<file path="src/qrs_pkg.sv">
// Shared constants, status codes and the front-to-back job record for the
// quadratic root solver. No dependencies.
`default_nettype none

package qrs_pkg;

   localparam int WORD_BITS = 32;
   localparam int FRAC_BITS = 16;

   // discriminant: b*b + 4*|a*c| < 2^(2W+1)
   localparam int DISC_BITS = 2 * WORD_BITS + 1;

   // square root: one result bit per stage
   localparam int SQ_STAGES    = WORD_BITS + 1;
   localparam int SQ_ROOT_BITS = WORD_BITS + 1;
   localparam int SQ_REM_BITS  = WORD_BITS + 4;
   localparam int SQ_PAD_BITS  = 2 * SQ_STAGES;

   // numerator -b +/- sqrt(D)
   localparam int NUM_MAG_BITS = WORD_BITS + 2;
   localparam int NUM_SUM_BITS = WORD_BITS + 3;

   // division by 2a with rounding offset
   localparam int DIVIDEND_BITS = WORD_BITS + FRAC_BITS + 3;
   localparam int DIV_REM_BITS  = WORD_BITS + 2;
   localparam int DEN_BITS      = WORD_BITS + 1;

   localparam int FIFO_DEPTH    = 4;
   localparam int FIFO_PTR_BITS = $clog2(FIFO_DEPTH);
   localparam int FIFO_CNT_BITS = $clog2(FIFO_DEPTH + 1);

   typedef enum logic [1:0] {
      ST_OK     = 2'd0,
      ST_A_ZERO = 2'd1,
      ST_D_NEG  = 2'd2,
      ST_SAT    = 2'd3
   } qrs_status_type;

   typedef struct packed {
      qrs_status_type         cls;
      logic [DISC_BITS-1:0]   disc;
      logic                   b_neg;
      logic [WORD_BITS-1:0]   b_mag;
      logic                   a_neg;
      logic [WORD_BITS-1:0]   a_mag;
   } qrs_job_type;

endpackage

`default_nettype wire

</file>
<file path="src/qrs_fifo.sv">
// Short job queue between the front end and the back end.
// Depends on qrs_pkg.
`default_nettype none

module qrs_fifo (
   input  wire logic                 clock,
   input  wire logic                 reset,
   input  wire logic                 push,
   input  wire qrs_pkg::qrs_job_type push_job,
   input  wire logic                 pop,
   output qrs_pkg::qrs_job_type      head_job,
   output logic                      empty,
   output logic                      full
);

   localparam int PW = qrs_pkg::FIFO_PTR_BITS;
   localparam int CW = qrs_pkg::FIFO_CNT_BITS;

   qrs_pkg::qrs_job_type mem_ff [qrs_pkg::FIFO_DEPTH];
   logic [PW-1:0] wr_ptr_ff, wr_ptr_in, rd_ptr_ff, rd_ptr_in;
   logic [CW-1:0] count_ff, count_in;

   assign empty    = (count_ff == '0);
   assign full     = (count_ff == CW'(qrs_pkg::FIFO_DEPTH));
   assign head_job = mem_ff[rd_ptr_ff];

   always_comb begin
      wr_ptr_in = push ? wr_ptr_ff + 1'b1 : wr_ptr_ff;
      rd_ptr_in = pop ? rd_ptr_ff + 1'b1 : rd_ptr_ff;
      count_in  = count_ff + CW'(push) - CW'(pop);
   end

   always_ff @(posedge clock) begin
      if (reset) begin
         wr_ptr_ff <= '0;
         rd_ptr_ff <= '0;
         count_ff  <= '0;
      end else begin
         wr_ptr_ff <= wr_ptr_in;
         rd_ptr_ff <= rd_ptr_in;
         count_ff  <= count_in;
      end
      if (push) begin
         mem_ff[wr_ptr_ff] <= push_job;
      end
   end

   a_no_overflow: assert property (@(posedge clock) disable iff (reset)
      full |-> !push)
      else $error("queue written while full");

   a_no_underflow: assert property (@(posedge clock) disable iff (reset)
      empty |-> !pop)
      else $error("queue read while empty");

   a_count_track: assert property (@(posedge clock) disable iff (reset)
      (push && !pop) |=> (count_ff == $past(count_ff) + CW'(1)))
      else $error("queue count lost a transaction");

endmodule

`default_nettype wire

</file>
<file path="config.mk">
export PLATFORM = sky130hd
export DESIGN_NAME = qrs_fifo
export DESIGN_NICKNAME = d
export VERILOG_FILES = /design/src/qrs_pkg.sv /design/src/qrs_fifo.sv
export SDC_FILE = /design/constraint.sdc
export NUM_CORES = 1
export LEC_CHECK = 0
export BUFFER_PORTS_ARGS = -buffer_cell sky130_fd_sc_hd__buf_2
export CORE_MARGIN = 4
export CORE_UTILIZATION = 35
export CTS_CLUSTER_SIZE = 16
export DETAILED_ROUTE_END_ITERATION = 8
export PLACE_DENSITY = 0.54
export RECOVER_POWER = 100
export SYNTH_ARGS = -nofsm -noshare
export SYNTH_HDL_FRONTEND = slang
export SYNTH_SLANG_ARGS = --single-unit
</file>
<file path="constraint.sdc">
create_clock -name clock -period 4.8 [get_ports clock]
set_clock_uncertainty 0.2 [all_clocks]
set_input_delay 0.24 -clock clock [delete_from_list [all_inputs] [get_ports clock]]
set_output_delay 0.24 -clock clock [all_outputs]
set_load 0.02 [all_outputs]
</file>
# [Word level (Yosys, flattened, before mapping)]
# Memory sizes are Yosys's and may differ from the RTL's. A register that Yosys moved wholly into a read port is not among the register bits.
# Cells that the tools add are included.
[totals] regBits=7 mem_bits_rw=532 output_inout_bits=135 mem_count=1
[memory_table] memory="mem_ff" depth=4 word_bits=133 rd=1 rd_clocked_by_memory_dff=1 wr=1 line="qrs_fifo.sv:19" source="qrs_pkg::qrs_job_type mem_ff [qrs_pkg::FIFO_DEPTH];"
[op_classes] n_addsub=4 eq_ne=1 mux=4 n_reduce_logical=1
[ops] operator="2-bit by 1-bit adder with 2-bit output (second input constant)" n=2
[ops] operator="2-bit 2-to-1 mux" n=2
[ops] operator="3-bit by 1-bit adder with 3-bit output" n=1
[ops] operator="3-bit equality test (second input constant)" n=1
[ops] operator="3-bit logical NOT" n=1
[ops] operator="3-bit by 1-bit subtractor with 3-bit output" n=1
[ops] operator="1-bit 2-to-1 mux" n=2

# [Depth between registers and ports, before layout]
# Gate-level depths: netlist of run 1.
[depth] word_depth=3 ltp_mapped=7 ltp_nobuf=7

# [Worst setup path before layout of run 1]
# Ideal clock, no wire load.
[synth_timing] kind="register to register" start="reg wr_ptr_ff[0]" end="mem mem_ff[0][0] in the netlist's numbering (enable)" t_arrival_ns=3.592 required_ns=4.092 slack_ns=0.500 path_stages_with_launch=4 path_buffers=0 synth_period_minus_slack_ns=4.300 cell_sequence="dfxtp_1 inv_1 ha_1 and2_1"
[synth_lines] item="start: declaration" line="qrs_fifo.sv:20" source="logic [PW-1:0] wr_ptr_ff, wr_ptr_in, rd_ptr_ff, rd_ptr_in;"
[synth_lines] item="start signal: assignment" line="qrs_fifo.sv:39" source="wr_ptr_ff <= wr_ptr_in;"
[synth_lines] item="end: declaration" line="qrs_fifo.sv:19"
# No word-level cell before the write port.

==> results of run 1 <==
## cells in the mapped netlist (all sizes together)
master    n  area (sq um)
mux2i     1          10.0
edfxtp  532         16000
a21oi     1          5.00
fa        1          20.0
and2      4          25.0
nand3b    1          7.51
xor3      1          23.8
and3      1          6.26
nor2      5          18.8
ha        6          75.1
nor3      1          5.00
inv       6          22.5
clkbuf    6          22.5
buf      24           176
a21bo     1          10.0
dfxtp     9           180
nor2b     2          12.5
mux4    133          3000
xnor2     2          17.5
## worst max path at each step
stage	slack (ps)	start	end
5_1_grt	800	register	head_job[13]
2_1_floorplan	500	wr_ptr_ff[0]$_SDFFE_PP0P_	mem_ff[0][0]$_DFFE_PP_
6_report	1100	register	head_job[3]
3_3_place_gp	2350	register	head_job[13]
4_1_cts	1680	register	head_job[84]
3_5_place_dp	2330	register	head_job[84]
## registers in the layout, summed over array words and instances (netlist names), named ones only
name / count
rd_ptr_ff: 2
count_ff: 3
wr_ptr_ff: 2
mem_ff: 532
## worst reg2reg max path: cells and delay by family (launching register included)
family | cells | cell delay [ps]
buffers and inverters | 2 | 1340
flip-flops | 1 | 340
adder cells (fa/ha/maj) | 1 | 130
AND/OR/NAND/NOR | 1 | 1080
## kinds of logic after synthesis
group	count (synthesis)
buffers and inverters	36
multiplexers	134
AND/OR/NAND/NOR	14
adder cells (fa/ha/maj)	7
flip-flops	541
AO/OA/AOI/OAI	2
XOR/XNOR	3
## layout make-up
class                   count  area (sq um)  area share
clock buffers              77          1560      0.0634
inverters                   6          22.5    0.000913
clock inverters            29           226     0.00918
flip-flops and latches    541         16200       0.655
diodes                      1          2.50    0.000101
well taps                 748           936      0.0379
repair buffers            423          2530       0.103
multi-input cells         160          3230       0.131
## where the power goes
part	internal, mW	total (mW)	switching (mW)
combinational	0.455	1.14	0.683
clock	2.44	4.19	1.75
sequential	5.44	5.50	0.0649
## per-layer routing
metal | track usage | wire length, microns | up-vias
li1 | - | - | 4103
met1 | 0.178 | 17000 | 4913
met2 | 0.227 | 20300 | 231
met3 | 0.0418 | 2880 | 65
met4 | 0.0371 | 798 | 4
met5 | 0 | 27 | -
## what timing repair did
item,4_1_cts,5_1_grt
hold buffers,137,0
hold endpoints to repair,541,0
buffers inserted,0,0
==> results summary, run 1 <==
The signal on the critical path passes through clkbuf_4 > mux4_2 > clkbuf_1. The peak fanout along the critical path came out at between 70 and 80. The endpoint of the most critical register-to-register path is mem_ff[1][90]$_DFFE_PP_. The transition time at the pin with the least slew margin is 2020 ps. STA classifies the critical path endpoint as an output pin.

The peak ir drop on the vdd network is 0.306 mV. The worst hold slack after final layout came out at 244 ps. The library cell used most frequently in the layout, excluding fill and tap cells, is sky130_fd_sc_hd__edfxtp_1. The time the worst path needs with I/O delays and setup is 3700 ps. The worst max-slew margin expressed relative to the limit came out at -0.348. The flop-to-flop setup slack is 1150 ps.

The final layout contains 1334 nets. For this run, the detailed router's first-pass iteration total came to 4. From bottom edge to top edge, the die measures 245 microns. The wire length of the first global-routing pass came out at 63100 microns. Setup violations remaining at the end of the flow were counted as 0. The count of state elements after synthesis came out at 541.

The max-slew violation count is roughly 150. The initial standard-cell utilization of the core came out at 0.355. The number of standard cells after synthesis is 737. The checks that failed: capacitance limit, slew limit. The adder-cell share of the synthesized area is 0.00485. The final-layout fill cell count is 4855. The final sum of negative setup slack is 0 ps. Summed over all layers, the global routing overflow is 0.

The area overhead of the layout relative to synthesis came out at 25.9%. The number of DRC violations after detailed-routing iteration 0 came out at 465. STA classifies the critical path startpoint as a register. The via count of the first global-routing pass came out at 10351. The post-route worst setup slack is ~1100 ps. The total standard cell area after synthesis came out at 19600 sq um. In this run the most critical hold path is launched from push_job[53]. The floorplan step defined a core boundary enclosing 55300 sq um. The required time reported for the critical path endpoint came out at roughly 4400 ps. The combinational family with the most area after synthesis is multiplexers. The later pin in the worst-skew pair is clocked with a latency of 590 ps.

The hold violation count in the final report came to 0. Detailed placement finished with a half-perimeter wire length of 23900 microns. After the flow finishes, the layout carries non-filler instances totaling just under 2000. The number of antenna violations at the first check in global routing came out at 2. Entering global routing, the biggest net connects 86 pins. The origin of the critical flop-to-flop path is wr_ptr_ff[1]$_SDFFE_PP0P_. The arrival time of data at the critical path endpoint is 3260 ps. The path with the worst hold slack has its endpoint at mem_ff[1][53]$_DFFE_PP_.

The complex-gate fraction of the synthesized area is 0.000766. Of the total synthesized cell area, the portion taken by XOR and XNOR cells is 0.00211. Across all layers, the routed design uses 9316 vias. At the end of the flow the core is filled with cells to 0.446.

The ratio of final minimum period to clock period is 0.770. The total of buffers placed on input and output ports came out at around 270. The routability congestion estimate from global placement came out at 0.688. TritonCTS built the clock tree.

The boundary pin count came out at 272. Clock-pin slew was measured on the worst setup and hold paths at around 60 ps. The total wirelength of the detailed-routed design is 40900 microns.

The overall power came out at approximately 11 mW. In this run, CTS created clock tree buffers numbering 58. The worst hold path passes through 2 cells.

The tightest min-delay check is of the in -> reg type. For this run, the top clock speed supported by timing is 270 MHz. The largest single stage delay on the critical path is 1090 ps. The logic depth of the worst setup path including buffers is 3.

The clock sink count came out at 541. The library cells used most frequently in the layout, excluding fill and tap cells, are sky130_fd_sc_hd__edfxtp_1, sky130_fd_sc_hd__clkbuf_1, sky130_fd_sc_hd__dlygate4sd3_1, sky130_fd_sc_hd__mux4_2, sky130_fd_sc_hd__clkbuf_16. The number of synthesis warnings came out at 0. The fraction of final layout cells sized beyond drive strength 1 is 0.201. After detailed routing, the number of vias per cell comes to 4.69.

Measured in cells, the most critical reg-to-reg path has a length of 4. The synthesized-area fraction occupied by and/or/nand/nor cells is 0.00383. In this run, distinct cell masters in the synthesized netlist total 20. Setup repair after global routing left no endpoint under its margin.

The residual antenna-violating net count after detailed routing is 0. The count of buffer and inverter cells on the critical path came out at 2. The power per standard cell area came out at 439 nW/um^2. In this design, the largest share of critical-path delay is due to buffers and inverters. The initialized floorplan defines 86 standard-cell rows. Of the synthesized area, sequential elements account for 0.824. The die covers 59900 sq um. The worst-case clock buffer depth came out at 3.

In this run, placement finished with an instance count of 1741. The mean cell area of the mapped netlist is 26.6 sq um. The post-synthesis net count came out at 881.

The static leakage came out at 7.72 nW. Measured along the x axis, the die boundary spans 245 microns. The portion of netlist area occupied by mux cells came out at 0.153. The final instance area is 24700 sq um. Among all stages on the critical path, the largest delay is contributed by sky130_fd_sc_hd__clkbuf_4. The run finished, with violations left. The worst setup timing slack at the placement stage came out at 2330 ps. By startpoint and endpoint, the worst setup path is classified as reg -> out. The global-route usage over all layers came out at 0.137. The count of instances resized after the clock tree is built is 0.

After detailed routing, the average wire length per cell comes to between 20 and 25 microns. Max-cap violations in this run came to 5. The number of remaining DRC errors came out at 0. The root buffer cell chosen for the clock tree is sky130_fd_sc_hd__clkbuf_16.

The total cell area at the placement stage is 21900 sq um. The H-tree was split into 2 levels.
No activity file was read; power rests on OpenSTA's default activity.
==> run 2, diff against run 1 <==
- clock period: 4.8 -> 3.8 ns (I/O delays scaled with it)
==> results summary, run 2 (synthesized netlist as in run 1, its figures left out) <==
The flow ran to the end, but the final reports show violations. The checks that failed: capacitance limit, slew limit. The estimated wirelength of the detail-placed design is 23700 microns. The residual antenna-violating net count after detailed routing is 0.

The boundary pin count is 272. Summing internal, switching and leakage power gives 13.8 mW. The class of the tightest hold or removal check is in -> reg.

STA puts the critical path data required time at 3410 ps. The initial standard-cell utilization of the core came out at 0.355. Counting along the longest clock path gives a buffer depth of 3.

The die boundary width came out at 245 microns. Timing would allow up to 311 MHz. The delay of the slowest critical-path stage came out at 1210 ps. The worst max-slew margin expressed relative to the limit is -0.341.

The multi-input combinational cells in the finished layout cover a total of around 3200 sq um. Across the run, the number of max-cap violations was 1. The total wirelength of the detailed-routed design is just over 40000 microns. On the critical path the largest part of the delay comes from flip-flops.

The via count of the first global-routing pass was ~10000. The hold violation count in the final report is 0. The CTS buffer count came out at 57. The via-per-instance ratio came out at 4.66. The peak fanout along the critical path came out at 47. The number of search-and-repair iterations in the first detailed-routing pass is 5.

The routability congestion estimate from global placement came out at 0.695. The peak ir drop on the vdd network came out at around 0.45 mV. The chip height came out at 245 microns. The clock-pin transition on the worst setup and hold timing paths is 60 ps. In the finished design, the share of the clock period the worst path needs comes to 0.847. The wire length of the first global-routing pass is 62100 microns. The type of element capturing the critical path is an output pin. The max-slew violation count is 32. The flip-flop count of the largest register, all copies and words added came out at 532. The tree is rooted in a sky130_fd_sc_hd__clkbuf_16. The die covers 59900 sq um. The final sum of negative setup slack is 0 ps. The pin count of the biggest net entering global routing is 65. The number of DRC violations after detailed-routing iteration 0 is 580. mem_ff holds more flip-flops than any other register. The transition time at the pin with the least slew margin came out at 2010 ps.

The number of H-tree levels is 2. The largest registers in the layout are mem_ff: 532 flops, count_ff: 3 flops. The power per standard cell area came out at 558 nW/um^2. The area of the core is 55300 sq um.

The class of the most critical setup path is reg -> out. The critical path launch point type is a register. At the end of the flow the core is filled with cells to 0.448. The clock latency at the later pin of the worst-skew pair came out at 570 ps. The number of nets in the final layout is 1331. After global routing the overflow that remains totals 0.

In this run the cell area measured after placement is 22000 sq um. In the layout the commonest cells are sky130_fd_sc_hd__edfxtp_1, sky130_fd_sc_hd__clkbuf_1, sky130_fd_sc_hd__dlygate4sd3_1, sky130_fd_sc_hd__mux4_2, sky130_fd_sc_hd__clkbuf_16. After detailed routing, the average wire length per cell comes to 20.4 microns.

The total number of placement rows came out at 86. The fraction of final layout cells sized beyond drive strength 1 came out at 0.198. The most frequent standard cell in the layout excluding fill and tap cells is sky130_fd_sc_hd__edfxtp_1. The slowest stage of the critical path belongs to the cell sky130_fd_sc_hd__dfxtp_2.

The detailed router placed 9241 vias in this run. The area growth from synthesis to layout is 26.5%. The static leakage is 7.73 nW. TritonCTS built the clock tree.

The register area came out at 16200 sq um. The critical path goes through buf_12 > mux4_2 > clkbuf_1. The count of buffer and inverter cells on the critical path is 2. The final-layout fill cell count is about 4900. The global-route usage over all layers came out at 0.136. Buffers placed on the I/O ports in this run total between 200 and 300. The count of instances resized after the clock tree is built is 0. The number of antenna violations at the first check in global routing is 4. The time the worst path needs with I/O delays and setup is 3220 ps.

For this run, design rule violations remaining after detail routing come to 0. The clock net in this run drives a total of 541 sinks. Setup repair after global routing left no endpoint under its margin. The final instance area is 24800 sq um. The arrival time of data at the critical path endpoint came out at about 2800 ps. The total of endpoints with negative setup slack in the final report came out at 0.
==> run 2: cell types whose count changed in the layout (fill, tap and decap cells not counted), moves of 3 or more <==
cell and change:
sky130_fd_sc_hd__clkinv_2 +5, sky130_fd_sc_hd__clkbuf_2 -5, sky130_fd_sc_hd__clkinvlp_4 +4, sky130_fd_sc_hd__buf_4 -3, sky130_fd_sc_hd__buf_2 -11, sky130_fd_sc_hd__buf_12 +5, sky130_fd_sc_hd__bufinv_16 +5
==> run 2: metrics by stage <==
stage	instances	setup slack, ps	hold slack (ps)
6_report	1981	582	202
5_1_grt	1980	327	189
4_1_cts	1978	729	99.0
3_5_place_dp	1739	1370	206
3_3_place_gp	1739	1370	202
2_1_floorplan	737	981	61.6
==> run 2: what timing repair did <==
item / CTS / global route
setup endpoints to repair: 0 / 0
buffers inserted: 0 / 0
hold buffers: 137 / 0
hold endpoints to repair: 561 / 0
==> run 2: where the power goes <==
| group | internal, mW | leakage (nW) | switching, mW |
|---|---|---|---|
| Combinational | 0.575 | 1.87 | 0.858 |
| Sequential | 6.87 | 4.96 | 0.0901 |
| Clock | 3.28 | 0.904 | 2.18 |
| Total | 10.7 | 7.73 | 3.12 |
==> run 2: final timing paths <==
| path | slack [ps] | cells after the start | startpoint | to |
|---|---|---|---|---|
| min reg2reg | 330 | 2 | rd_ptr_ff[1]$_SDFFE_PP0P_ | register |
| max reg2reg | 620 | 4 | wr_ptr_ff[0]$_SDFFE_PP0P_ | mem_ff[0][102]$_DFFE_PP_ |
| min | 200 | 2 | push_job[81] | mem_ff[3][81]$_DFFE_PP_ |
| max | 580 | 3 | register | head_job[52] |
==> run 2: final cells by class <==
type | instances | share of cell area
antenna | 3 | 0.000303
clock buffer | 64 | 0.0586
clock inverter | 38 | 0.0159
inverter | 6 | 0.000908
multi-input combinational | 160 | 0.130
sequential | 541 | 0.652
tap | 748 | 0.0377
timing repair buffer | 421 | 0.104
==> run 2: routing by layer <==
metal | track usage | vias to the layer above | part of all wire
met1 | 0.181 | 4827 | 0.42
met2 | 0.217 | 253 | 0.48
met4 | 0.0354 | 4 | 0.021
li1 | - | 4097 | -
met3 | 0.0442 | 60 | 0.077
met5 | 0 | - | 0.00067
